--- src/rtl/cdnw_pkg.sv ---
// Shared types and constants of the character-LCD nibble writer.
// Used by every module of the block; depends on nothing else.

package cdnw_pkg;

	// Request codes on the op port.
	typedef enum logic [2:0] {
		OP_CMD  = 3'd0,
		OP_CHAR = 3'd1,
		OP_POS  = 3'd2,
		OP_TWO  = 3'd3,
		OP_FOUR = 3'd4,
		OP_INIT = 3'd5
	} op_t;

	// DDRAM address of the first column of each display line.
	localparam logic [7:0] LINE1_BASE = 8'h80;
	localparam logic [7:0] LINE2_BASE = 8'hC0;
	localparam logic [7:0] LINE3_BASE = 8'h94;
	localparam logic [7:0] LINE4_BASE = 8'hD4;

	// Line numbers that select a base address.
	localparam logic [7:0] LINE_1 = 8'd1;
	localparam logic [7:0] LINE_2 = 8'd2;
	localparam logic [7:0] LINE_3 = 8'd3;
	localparam logic [7:0] LINE_4 = 8'd4;

	// Init sequence: a lone nibble that switches to 4-bit mode, then four commands.
	localparam logic [3:0] INIT_LEAD_NIBBLE = 4'h2;
	localparam logic [7:0] INIT_FUNCSET     = 8'h28;
	localparam logic [7:0] INIT_DISPLAY_ON  = 8'h0C;
	localparam logic [7:0] INIT_ENTRY_MODE  = 8'h06;
	localparam logic [7:0] INIT_CLEAR       = 8'h01;

	// High nibble of an ASCII decimal digit.
	localparam logic [3:0] ASCII_DIGIT_HI = 4'h3;

	// Reciprocal of ten: floor(n * RECIP_10 / 2**35) equals n / 10 for any 32-bit n.
	localparam logic [31:0] RECIP_10   = 32'hCCCCCCCD;
	localparam int          RECIP_SHIFT = 35;

	// Job queue between front and back.
	localparam int QUEUE_DEPTH = 2;
	localparam int QPTR_W      = (QUEUE_DEPTH > 1) ? $clog2(QUEUE_DEPTH) : 1;
	localparam int QCNT_W      = $clog2(QUEUE_DEPTH + 1);

	// One classified request: up to four bytes with one register-select level,
	// optionally preceded by the lone init nibble.
	typedef struct packed {
		logic            rs;
		logic            lead;
		logic [1:0]      nbytes_m1;
		logic [3:0][7:0] bytes;
	} cdnw_job_t;

endpackage

--- src/rtl/cdnw_front.sv ---
// Front end of the nibble writer: accepts requests and turns them into jobs.
// Holds the iterative decimal digit unit. Depends on cdnw_pkg.

module cdnw_front import cdnw_pkg::*; (
	input  logic        clk,
	input  logic        arst_n,
	input  logic        push,
	output logic        full,
	input  logic [2:0]  op,
	input  logic [7:0]  byte_value,
	input  logic [7:0]  line,
	input  logic [7:0]  column,
	input  logic [31:0] number,
	input  logic        q_full,
	output logic        job_push,
	output cdnw_job_t   job
);

	typedef enum logic [3:0] {
		ST_IDLE  = 4'b0001,
		ST_MUL   = 4'b0010,
		ST_SPLIT = 4'b0100,
		ST_DONE  = 4'b1000
	} dig_state_t;

	dig_state_t      state_q;
	logic [31:0]     n_q;
	logic [28:0]     prod_q;
	logic [1:0]      cnt_q;
	logic            four_q;
	logic [3:0][3:0] dig_q;

	op_t             op_c;
	logic            accept;
	logic [7:0]      pos_cmd;
	logic            direct_valid;
	cdnw_job_t       direct_job;
	cdnw_job_t       digit_job;
	logic [63:0]     product;
	logic [32:0]     tens;
	logic            last_digit;

	assign op_c   = op_t'(op);
	assign full   = q_full || (state_q != ST_IDLE);
	assign accept = push && !full;

	// Cursor command for a set-position request.
	always_comb begin
		unique case (line)
			LINE_1:  pos_cmd = LINE1_BASE + column - 8'd1;
			LINE_2:  pos_cmd = LINE2_BASE + column - 8'd1;
			LINE_3:  pos_cmd = LINE3_BASE + column - 8'd1;
			LINE_4:  pos_cmd = LINE4_BASE + column - 8'd1;
			default: pos_cmd = line;
		endcase
	end

	// Requests that become a job in the cycle they arrive.
	always_comb begin
		direct_valid = 1'b0;
		direct_job   = '0;
		unique case (op_c)
			OP_CMD: begin
				direct_valid           = 1'b1;
				direct_job.bytes[0]    = byte_value;
			end
			OP_CHAR: begin
				direct_valid           = 1'b1;
				direct_job.rs          = 1'b1;
				direct_job.bytes[0]    = byte_value;
			end
			OP_POS: begin
				direct_valid           = 1'b1;
				direct_job.bytes[0]    = pos_cmd;
			end
			OP_INIT: begin
				direct_valid           = 1'b1;
				direct_job.lead        = 1'b1;
				direct_job.nbytes_m1   = 2'd3;
				direct_job.bytes[0]    = INIT_FUNCSET;
				direct_job.bytes[1]    = INIT_DISPLAY_ON;
				direct_job.bytes[2]    = INIT_ENTRY_MODE;
				direct_job.bytes[3]    = INIT_CLEAR;
			end
			default: begin
				direct_valid = 1'b0;
			end
		endcase
	end

	// Digit job, most significant digit first.
	always_comb begin
		digit_job    = '0;
		digit_job.rs = 1'b1;
		if (four_q) begin
			digit_job.nbytes_m1 = 2'd3;
			digit_job.bytes[0]  = {ASCII_DIGIT_HI, dig_q[3]};
			digit_job.bytes[1]  = {ASCII_DIGIT_HI, dig_q[2]};
			digit_job.bytes[2]  = {ASCII_DIGIT_HI, dig_q[1]};
			digit_job.bytes[3]  = {ASCII_DIGIT_HI, dig_q[0]};
		end else begin
			digit_job.nbytes_m1 = 2'd1;
			digit_job.bytes[0]  = {ASCII_DIGIT_HI, dig_q[1]};
			digit_job.bytes[1]  = {ASCII_DIGIT_HI, dig_q[0]};
		end
	end

	// A finished digit job goes first; otherwise a direct job from the port.
	assign job_push = (state_q == ST_DONE) ? !q_full : (accept && direct_valid);
	assign job      = (state_q == ST_DONE) ? digit_job : direct_job;

	// Division by ten: a multiply state, then a state to form quotient and digit.
	assign product    = {32'd0, n_q} * {32'd0, RECIP_10};
	assign tens       = {1'b0, prod_q, 3'b000} + {3'b000, prod_q, 1'b0};
	assign last_digit = (cnt_q == (four_q ? 2'd3 : 2'd1));

	// Digit sequencer control.
	always_ff @(posedge clk or negedge arst_n) begin
		if (!arst_n) begin
			state_q <= ST_IDLE;
			cnt_q   <= 2'd0;
		end else begin
			unique case (state_q)
				ST_IDLE: begin
					if (accept && (op_c == OP_TWO || op_c == OP_FOUR)) begin
						state_q <= ST_MUL;
						cnt_q   <= 2'd0;
					end
				end
				ST_MUL: begin
					state_q <= ST_SPLIT;
				end
				ST_SPLIT: begin
					if (last_digit) begin
						state_q <= ST_DONE;
					end else begin
						state_q <= ST_MUL;
						cnt_q   <= cnt_q + 2'd1;
					end
				end
				ST_DONE: begin
					if (!q_full) begin
						state_q <= ST_IDLE;
					end
				end
				default: begin
					state_q <= ST_IDLE;
				end
			endcase
		end
	end

	// Digit datapath.
	always_ff @(posedge clk) begin
		if (state_q == ST_IDLE && accept) begin
			n_q    <= number;
			four_q <= (op_c == OP_FOUR);
		end
		if (state_q == ST_MUL) begin
			prod_q <= product[63:RECIP_SHIFT];
		end
		if (state_q == ST_SPLIT) begin
			dig_q[cnt_q] <= n_q[3:0] - tens[3:0];
			n_q          <= {3'b000, prod_q};
		end
	end

endmodule

--- src/rtl/cdnw_queue.sv ---
// Short job queue that decouples the front end from the nibble sequencer.
// Depends on cdnw_pkg for the job type and the depth.

module cdnw_queue import cdnw_pkg::*; (
	input  logic      clk,
	input  logic      arst_n,
	input  logic      wr_en,
	input  cdnw_job_t wr_data,
	output logic      q_full,
	input  logic      rd_en,
	output cdnw_job_t rd_data,
	output logic      q_empty
);

	cdnw_job_t         mem_q [QUEUE_DEPTH];
	logic [QPTR_W-1:0] wr_ptr_q;
	logic [QPTR_W-1:0] rd_ptr_q;
	logic [QCNT_W-1:0] count_q;

	assign q_full  = (count_q == QCNT_W'(QUEUE_DEPTH));
	assign q_empty = (count_q == '0);
	assign rd_data = mem_q[rd_ptr_q];

	// Pointers and fill count.
	always_ff @(posedge clk or negedge arst_n) begin
		if (!arst_n) begin
			wr_ptr_q <= '0;
			rd_ptr_q <= '0;
			count_q  <= '0;
		end else begin
			if (wr_en) begin
				wr_ptr_q <= (wr_ptr_q == QPTR_W'(QUEUE_DEPTH - 1)) ? '0 : wr_ptr_q + 1'b1;
			end
			if (rd_en) begin
				rd_ptr_q <= (rd_ptr_q == QPTR_W'(QUEUE_DEPTH - 1)) ? '0 : rd_ptr_q + 1'b1;
			end
			if (wr_en && !rd_en) begin
				count_q <= count_q + 1'b1;
			end else if (rd_en && !wr_en) begin
				count_q <= count_q - 1'b1;
			end
		end
	end

	// Entry storage.
	always_ff @(posedge clk) begin
		if (wr_en) begin
			mem_q[wr_ptr_q] <= wr_data;
		end
	end

`ifndef ASSERT_OFF
	a_no_overflow: assert property (@(posedge clk) disable iff (!arst_n)
		wr_en |-> !q_full)
		else $error("job written into a full queue");

	a_no_underflow: assert property (@(posedge clk) disable iff (!arst_n)
		rd_en |-> !q_empty)
		else $error("job read from an empty queue");

	a_count_bound: assert property (@(posedge clk) disable iff (!arst_n)
		count_q <= QCNT_W'(QUEUE_DEPTH))
		else $error("queue fill count beyond its depth");
`endif

endmodule

--- src/rtl/cdnw_back.sv ---
// Back end of the nibble writer: walks one job nibble by nibble into an
// output register read through empty and pop. Depends on cdnw_pkg.

module cdnw_back import cdnw_pkg::*; (
	input  logic       clk,
	input  logic       arst_n,
	input  logic       q_empty,
	input  cdnw_job_t  q_data,
	output logic       q_pop,
	output logic       empty,
	input  logic       pop,
	output logic       register_select,
	output logic [3:0] nibble,
	output logic       last
);

	cdnw_job_t  job_q;
	logic       job_valid_q;
	logic [3:0] idx_q;
	logic       out_valid_q;

	logic [3:0] total_m1;
	logic [3:0] k;
	logic [7:0] cur_byte;
	logic [3:0] cur_nibble;
	logic       is_last;
	logic       advance;

	// Nibble count of the job, less one: the lone nibble plus two per byte.
	assign total_m1 = {1'b0, job_q.nbytes_m1, 1'b0} + {3'b000, job_q.lead} + 4'd1;
	assign is_last  = (idx_q == total_m1);
	assign k        = idx_q - {3'b000, job_q.lead};
	assign cur_byte = job_q.bytes[k[2:1]];

	// The lone init nibble comes first; each byte goes out high nibble first.
	always_comb begin
		if (job_q.lead && idx_q == 4'd0) begin
			cur_nibble = INIT_LEAD_NIBBLE;
		end else if (k[0]) begin
			cur_nibble = cur_byte[3:0];
		end else begin
			cur_nibble = cur_byte[7:4];
		end
	end

	// A nibble moves whenever the output register is free or being emptied.
	assign advance = job_valid_q && (!out_valid_q || pop);
	assign q_pop   = !q_empty && (!job_valid_q || (advance && is_last));
	assign empty   = !out_valid_q;

	// Job and output control.
	always_ff @(posedge clk or negedge arst_n) begin
		if (!arst_n) begin
			job_valid_q <= 1'b0;
			idx_q       <= 4'd0;
			out_valid_q <= 1'b0;
		end else begin
			if (q_pop) begin
				job_valid_q <= 1'b1;
				idx_q       <= 4'd0;
			end else if (advance) begin
				if (is_last) begin
					job_valid_q <= 1'b0;
					idx_q       <= 4'd0;
				end else begin
					idx_q <= idx_q + 4'd1;
				end
			end
			if (advance) begin
				out_valid_q <= 1'b1;
			end else if (pop) begin
				out_valid_q <= 1'b0;
			end
		end
	end

	// Job holding register and output payload.
	always_ff @(posedge clk) begin
		if (q_pop) begin
			job_q <= q_data;
		end
		if (advance) begin
			register_select <= job_q.rs;
			nibble          <= cur_nibble;
			last            <= is_last;
		end
	end

endmodule

--- src/rtl/char_lcd_nibble_writer.sv ---
// Character-LCD 4-bit nibble writer, top level. Uses cdnw_pkg, cdnw_front,
// cdnw_queue and cdnw_back.
// Path: a byte, position or init request passes the queue entry, the job holding
// register and the output register; a digit request passes the digit states first.
// Throughput: one nibble per cycle from the back end while pop keeps pace; a request
// is 2 to 9 nibbles, and a digit request keeps the front busy until its job is queued.
// Reset: arst_n clears the queue, the digit sequencer and the output register.

module char_lcd_nibble_writer import cdnw_pkg::*; (
	input  logic        clk,
	input  logic        arst_n,
	input  logic        push,
	output logic        full,
	input  logic [2:0]  op,
	input  logic [7:0]  byte_value,
	input  logic [7:0]  line,
	input  logic [7:0]  column,
	input  logic [31:0] number,
	output logic        empty,
	input  logic        pop,
	output logic        register_select,
	output logic [3:0]  nibble,
	output logic        last
);

	logic      q_full;
	logic      q_empty;
	logic      job_push;
	logic      job_pop;
	cdnw_job_t job_in;
	cdnw_job_t job_out;

	// Request classification and digit conversion.
	cdnw_front u_front (
		.clk        (clk),
		.arst_n     (arst_n),
		.push       (push),
		.full       (full),
		.op         (op),
		.byte_value (byte_value),
		.line       (line),
		.column     (column),
		.number     (number),
		.q_full     (q_full),
		.job_push   (job_push),
		.job        (job_in)
	);

	// Jobs waiting for the nibble sequencer.
	cdnw_queue u_queue (
		.clk     (clk),
		.arst_n  (arst_n),
		.wr_en   (job_push),
		.wr_data (job_in),
		.q_full  (q_full),
		.rd_en   (job_pop),
		.rd_data (job_out),
		.q_empty (q_empty)
	);

	// Nibble sequencing and result register.
	cdnw_back u_back (
		.clk             (clk),
		.arst_n          (arst_n),
		.q_empty         (q_empty),
		.q_data          (job_out),
		.q_pop           (job_pop),
		.empty           (empty),
		.pop             (pop),
		.register_select (register_select),
		.nibble          (nibble),
		.last            (last)
	);

endmodule
--- config.mk ---
export PLATFORM = sky130hd
export DESIGN_NAME = char_lcd_nibble_writer
export DESIGN_NICKNAME = d
export VERILOG_FILES = /design/src/rtl/cdnw_pkg.sv /design/src/rtl/cdnw_front.sv /design/src/rtl/cdnw_queue.sv /design/src/rtl/cdnw_back.sv /design/src/rtl/char_lcd_nibble_writer.sv
export SDC_FILE = /design/constraint.sdc
export NUM_CORES = 1
export LEC_CHECK = 0
export BUFFER_PORTS_ARGS = -buffer_cell sky130_fd_sc_hd__buf_2
export CORE_MARGIN = 3
export CORE_UTILIZATION = 45
export CTS_CLUSTER_SIZE = 24
export DETAILED_ROUTE_END_ITERATION = 7
export GPL_ROUTABILITY_DRIVEN = 0
export PLACE_DENSITY = 0.7
export SYNTH_ARGS = -nofsm -noshare
export SYNTH_HDL_FRONTEND = slang
export SYNTH_SLANG_ARGS = --single-unit
export TNS_END_PERCENT = 50
--- constraint.sdc ---
create_clock -name clk -period 12.6 [get_ports clk]
set_input_delay 1.89 -clock clk [delete_from_list [all_inputs] [get_ports clk]]
set_output_delay 1.89 -clock clk [all_outputs]
set_load 0.02 [all_outputs]
# After elaboration in Yosys (flattened, before gate mapping)
# Memories as Yosys holds them, arrays and structs flattened. A register that Yosys moved wholly into a read port is not among the register bits.
# Cells that the tools add are included.
classes:
  n_mux: 39
  n_reduce_logical: 36
  mul: 1
  magnitude_cmp: 3
  n_eq_ne: 20
  add_sub_neg: 19
op_table:
  columns: ["op", "n"]
  rows:
  - ["$mul A32 B32 Y64 const B", 1]
  - ["$mux W29", 2]
  - ["$mux W36", 1]
  - ["$add A8 B8 Y8 const A", 4]
  - ["$mux W4", 8]
  - ["$pmux W8 S4", 1]
  - ["$sub A8 B1 Y8 const B", 4]
  - ["$mux W27", 1]
  - ["$pmux W8 S3", 1]
  - ["$bmux W8 S2", 1]
  - ["$bwmux W16", 1]
  - ["$eq A8 B2 Y1 const B", 2]
  - ["$pmux W4 S4", 1]
  - ["$mux W14", 1]
  - ["$mux W1", 12]
  - ["$mux W12", 1]
  - ["$reduce_bool A2 Y1", 6]
  - ["$logic_and A1 B1 Y1", 11]
  - ["$mux W2", 5]
  - ["$add A4 B1 Y4 const B", 2]
  - ["$demux W4 S2", 1]
  - ["$eq A8 B1 Y1 const B", 1]
  - ["$eq A8 B3 Y1 const B", 1]
  - ["$mux W8", 1]
  - ["32 further kinds", 48]
totals:
  reg_bits: 100
  out_inout_bits: 8
  in_bits: 63
  n_memories: 1
  word_cells: 138
  mem_bits_rw: 72
memory_table:
  columns: ["memory", "depth", "width", "rd", "rd_ports_with_merged_regs", "write_ports", "line_no", "source"]
  rows:
  - ["u_queue.mem_q", 2, 36, 1, 1, 1, "cdnw_queue.sv:15", "cdnw_job_t mem_q [QUEUE_DEPTH];"]

# Depth between registers and ports, before layout
depth:
  depth_word: 10
  depth_mapped: 25

# Cells and area by module
# Synthesis repeated with hierarchy kept, for this count alone.
unflattened:
  hier_cells: 2362
  hier_area_um2: 26045.0
by_module_without_submodules:
  columns: ["mod", "cells_per_inst", "area_per_inst_um2", "n_inst"]
  rows:
  - ["cdnw_front", 2114, 21114.0, 1]
  - ["cdnw_queue", 128, 2934.1, 1]
  - ["cdnw_back", 120, 1996.9, 1]

# Worst setup path before layout
# Ideal clock, no wire load.
synth_path:
  path_type: "reg-to-reg"
  startpoint: "register u_front.n_q[11]"
  endpoint: "register u_front.prod_q[28] (data pin)"
  setup_slack_ps: 5959
  path_stages_with_launch: 24
  required_time_ps: 12340
  path_buffers: 1
  synth_period_minus_slack_ps: 6641
  arrival_ps: 6381
  cell_sequence: "edfxtp_1 > ha_1 > clkbuf_1 > xor2_1 > ha_1 > a21o_1 > fa_1 > inv_1 > fa_1 > inv_1 > fa_1 > fa_1 > fa_1 > fa_1 > ha_1 > nand4_2 > or2_1 > nand2b_4 > a311oi_4 > o21ai_2 > o311ai_2 > a31o_2 > a21oi_2 > xnor2_1"
synth_between:
  elab_chain_cells: 1
synth_lines:
  columns: ["item", "line_no", "source"]
  rows:
  - ["start: declaration", "cdnw_front.sv:27", "logic [31:0] n_q;"]
  - ["start signal: assignment", "cdnw_front.sv:156", "n_q <= number;"]
  - ["start signal: assignment", "cdnw_front.sv:164", "n_q <= {3'b000, prod_q};"]
  - ["$mul A32 B32 Y64", "cdnw_front.sv:113", "assign product = {32'd0, n_q} * {32'd0, RECIP_10};"]
  - ["via u_front.product[63]", "cdnw_front.sv:39", "logic [63:0] product;"]
  - ["end signal: assignment", "cdnw_front.sv:160", "prod_q <= product[63:RECIP_SHIFT];"]
  - ["end: declaration", "cdnw_front.sv:28", "logic [28:0] prod_q;"]
# The timed path passes the listed nets, and every way through them passes these cells.
# A chain may end at the register's enable or synchronous reset.

# Worst setup path in the final report
layout_path:
  startpoint: "register u_front.n_q[8]"
  endpoint: "register u_front.prod_q[15] (data pin)"
# Same word-level chain as after synthesis.

==> impl_summary.log <==
INFO  metric final_setup_violating_endpoints = 0
INFO  metric final_util = 0.493
INFO  metric numCtsBuffers = 17
INFO  metric combinational_family_with_the_most_area_after_synthesis = adder cells
INFO  metric cts.reportedPaths.clkPinSlew = 0.09 ns
INFO  metric dp.final_hpwl = 56.3 mm
INFO  metric yosys_warn_count = 0
INFO  metric drt_wl_total = around 66 mm
INFO  metric slew_headroom = 0.229
INFO  metric synth_xor_xnor_area_share = 0.0347
INFO  metric post_synth_edffs = about 160
INFO  metric fp.dieW = ~240 um
INFO  metric postLayoutSetupSlackWorst = about 4.5 ns
INFO  metric timing.final.crit_share = 0.640
INFO  metric finalWorstPathRequiredPeriod = between 8 and 9 ns
INFO  metric dieArea = between 50000 and 60000 um^2
INFO  metric critical_path_required = 12.85 ns
INFO  metric tightest_slew = 1.16 ns
INFO  metric clock_tree.root_cell = clkbuf_16
INFO  metric totalNegativeSetupSlack = 0 ns
INFO  metric top_cells_by_area_in_the_synthesized_netlist = fa_1 (32%), edfxtp_1 (20%), ha_1 (19%)
INFO  metric hold_path_end = u_back.register_select
INFO  metric grt_max_degree = 37
INFO  metric areaGrowthSynthToFinish = 7.26%
INFO  metric max_cap_viol = 0
INFO  metric synth-seq-cells = about 180
INFO  metric max_freq = 0.124 GHz
INFO  metric yosys.area_share.simple = 0.0532
INFO  metric dpl_worst_slack = approximately 4.8 ns
INFO  metric critPathLaunchType = flop
INFO  metric post_cts_resize_count = 0
INFO  metric outcome = finished, final reports clean
INFO  metric drt_first_iter_violations = ~1.3k
INFO  metric mappedNetlistArea = approximately 24000 um^2
INFO  metric worst_r2r_endpoint = u_front.prod_q[15]
INFO  metric timing.clock.skew = slightly above 0.02 ns
INFO  metric mapped_nets = 3047
INFO  metric fp.dieH = between 200 and 250 um
INFO  metric floorplan.io_pins = between 70 and 80
INFO  metric drt_pass1_iterations = 5
INFO  metric regToRegSetupSlack = between 4 and 5 ns
INFO  metric timing.reg2reg.worst_path_depth = 21
INFO  metric hold_start = u_back.job_q[35]
INFO  metric grt-ovfl-total = 0
INFO  metric initial_core_util = 0.460
INFO  metric grt_pass1_wl = roughly 100 mm
INFO  metric synth.top_cell.area_share = 0.316
INFO  metric holdCritPathClass = flop to flop
INFO  metric rsz0062_at_grt = no
INFO  metric worst_ep_arrival_time = between 8 and 9 ns
INFO  metric routedWlPerCell = 22.1 um
INFO  metric synth_mux_area_frac = 0.0330
INFO  metric clock_path_buffers = 2
INFO  metric cts.htree.levels = 4
INFO  metric compound_gate_fraction_of_synth_area = 0.0712
INFO  metric global_route_usage_over_all_layers = 0.243
INFO  metric synth.avg_cell_area = ~11 um^2
INFO  metric r2r-start = u_front.n_q[8]
INFO  metric worst-path-max-fanout = 9
INFO  metric timing_hold_violations_final = 0
INFO  metric num_vias = 16.6k
INFO  metric worst-setup-path-type = flop to flop
INFO  metric drc = 0
INFO  metric antenna_violating_nets_post_route = 0
INFO  metric postSynth.asyncResetShare = 0.0899
INFO  metric grt_antenna_before_repair = 1
INFO  metric yosys.area.top_type = fa_1
INFO  metric postSynthCellCount = around 2.2k
INFO  metric final_layout_size_suffix_gt1_frac = 0.0802
INFO  metric grt_pass1_vias = ~18k
INFO  metric cts_sinks = roughly 180
INFO  metric final_max_slew_viol_count = 0
INFO  metric post_layout_nets = approximately 3.1k
INFO  metric fin_hold_ws = 0.425 ns
INFO  metric via_to_cell_ratio = about 5.6
INFO  metric port_buffers = 70
INFO  metric cp-end-kind = flop
INFO  metric cts_post_setup_buffers_inserted = 0
INFO  metric postCtsHoldBufs = 0
INFO  metric synth_adder_area_share = 0.501
INFO  metric core = approximately 53000 um^2
INFO  metric post_synth_num_cell_types = 66
INFO  metric insertion_delay = 0.51 ns
INFO  metric synth_sequential_area_ratio = 0.214
INFO  metric hold_path_depth = 0
INFO  metric clock_tree_from_tritoncts = done
INFO  metric yosys_most_used_dff = edfxtp_1
INFO  metric num_rows = between 80 and 90
==> how the worst max path moves through the flow <==
stage | startpoint | to | slack, ns
after floorplan | u_front.n_q[11] | u_front.prod_q[28] | 5.96
after detailed placement | u_front.n_q[8] | u_front.prod_q[28] | 4.75
after CTS | u_front.n_q[8] | u_front.prod_q[28] | 4.69
final | u_front.n_q[8] | u_front.prod_q[15] | 4.53
after global routing | u_front.n_q[8] | u_front.prod_q[15] | 4.17
after global placement | u_front.n_q[8] | u_front.prod_q[19] | 4.75
==> sequential cells by signal, indices dropped and copies added, names as in the netlist, 2 cells and up <==
name	cells
u_back.idx_q	4
u_back.job_q	26
u_back.nibble	4
u_front.cnt_q	2
u_front.dig_q	16
u_front.n_q	32
u_front.prod_q	29
u_front.state_q	4
u_queue.count_q	2
u_queue.mem_q	52
==> metrics by stage <==
stage | std cells | instance area, um^2
6_report | 2995 | 26200
5_1_grt | 2994 | 26200
4_1_cts | 2994 | 26200
3_5_place_dp | 2962 | 25600
3_3_place_gp | 2962 | 25600
2_1_floorplan | 2236 | 24500
==> routing by layer <==
metal  track usage  share of wire  vias up  wire length [um]
li1              -              -     7344                 -
met1         0.304           0.39     8365             25900
met2         0.412           0.49      748             32200
met3        0.0452          0.073      175              4840
met4         0.109          0.048        0              3140
met5             0              0        -                 0
==> cell usage in the layout, fill, tap and decap left out, types with 6 or more instances in the layout <==
cell type,Yosys,routed
xnor2_1,45,45
o211ai_1,8,8
mux2i_1,13,13
a311oi_1,7,7
buf_2,3,70
inv_1,564,564
a211oi_1,6,6
nor3_1,13,12
xor2_1,52,52
mux2_2,56,56
o22ai_1,6,6
and2_1,16,16
o21ai_0,49,49
clkbuf_16,0,17
o21a_1,7,7
and3_1,13,12
nor2_1,67,67
dfrtp_1,15,15
nand4_1,17,17
a21oi_1,87,86
nand3_1,13,13
edfxtp_1,159,159
nor2b_1,7,6
nand2b_1,14,14
o221ai_1,7,7
ha_1,362,362
o21bai_1,11,11
nand2_1,85,85
a21o_1,37,37
or3_1,8,8
a31oi_1,14,14
buf_4,0,6
fa_1,386,386
==> cell type report <==
class / instances / area, um^2
multi-input cells: 1456 / 17000
fillers: 4728 / 27000
repair buffers: 76 / 395
clock buffers: 17 / 425
clock inverters: 15 / 225
well taps: 688 / 861
diodes: 1 / 2.50
flip-flops and latches: 178 / 5240
inverters: 564 / 2120
==> logic make-up after synthesis <==
logic type | count (synthesis)
buf+inv | 602
flops | 178
simple gates | 269
compound gates | 271
mux | 71
fa+ha+maj | 748
xor+xnor | 97
==> worst max-delay path, stage by stage, from the launching register on <==
cell and delay, ns:
edfxtp_1 0.64, ha_1 0.60, xnor2_1 0.55, o21ai_0 0.23, fa_1 0.59, inv_1 0.07, fa_1 0.49, fa_1 0.55
inv_1 0.05, fa_1 0.39, fa_1 0.54, fa_1 0.46, ha_1 0.46, a21oi_1 0.11, o21ai_0 0.61, a21boi_0 0.18
o21a_1 0.28, o221ai_1 0.29, o21ai_0 0.16, and2_1 0.21, o31ai_1 0.26, xnor2_1 0.11
==> Yosys cell counts (all sizes together), types with 4 or more instances <==
cell type	number
inv	564
fa	386
ha	362
edfxtp	159
a21oi	88
nand2	85
nor2	67
mux2	56
o21ai	53
xor2	52
xnor2	45
a21o	37
clkbuf	34
nand4	18
and2	16
dfrtp	15
nand2b	15
a31oi	14
and3	13
mux2i	13
nand3	13
nor3	13
o21bai	11
a311oi	8
o211ai	8
or3	8
nor2b	7
o21a	7
o221ai	7
a211oi	6
o22ai	6
or2	6
o31ai	5
buf	4
Power is left out: the tool's default activity adds up to more than one toggle a clock period on the data nets, which glitch-free logic cannot reach.
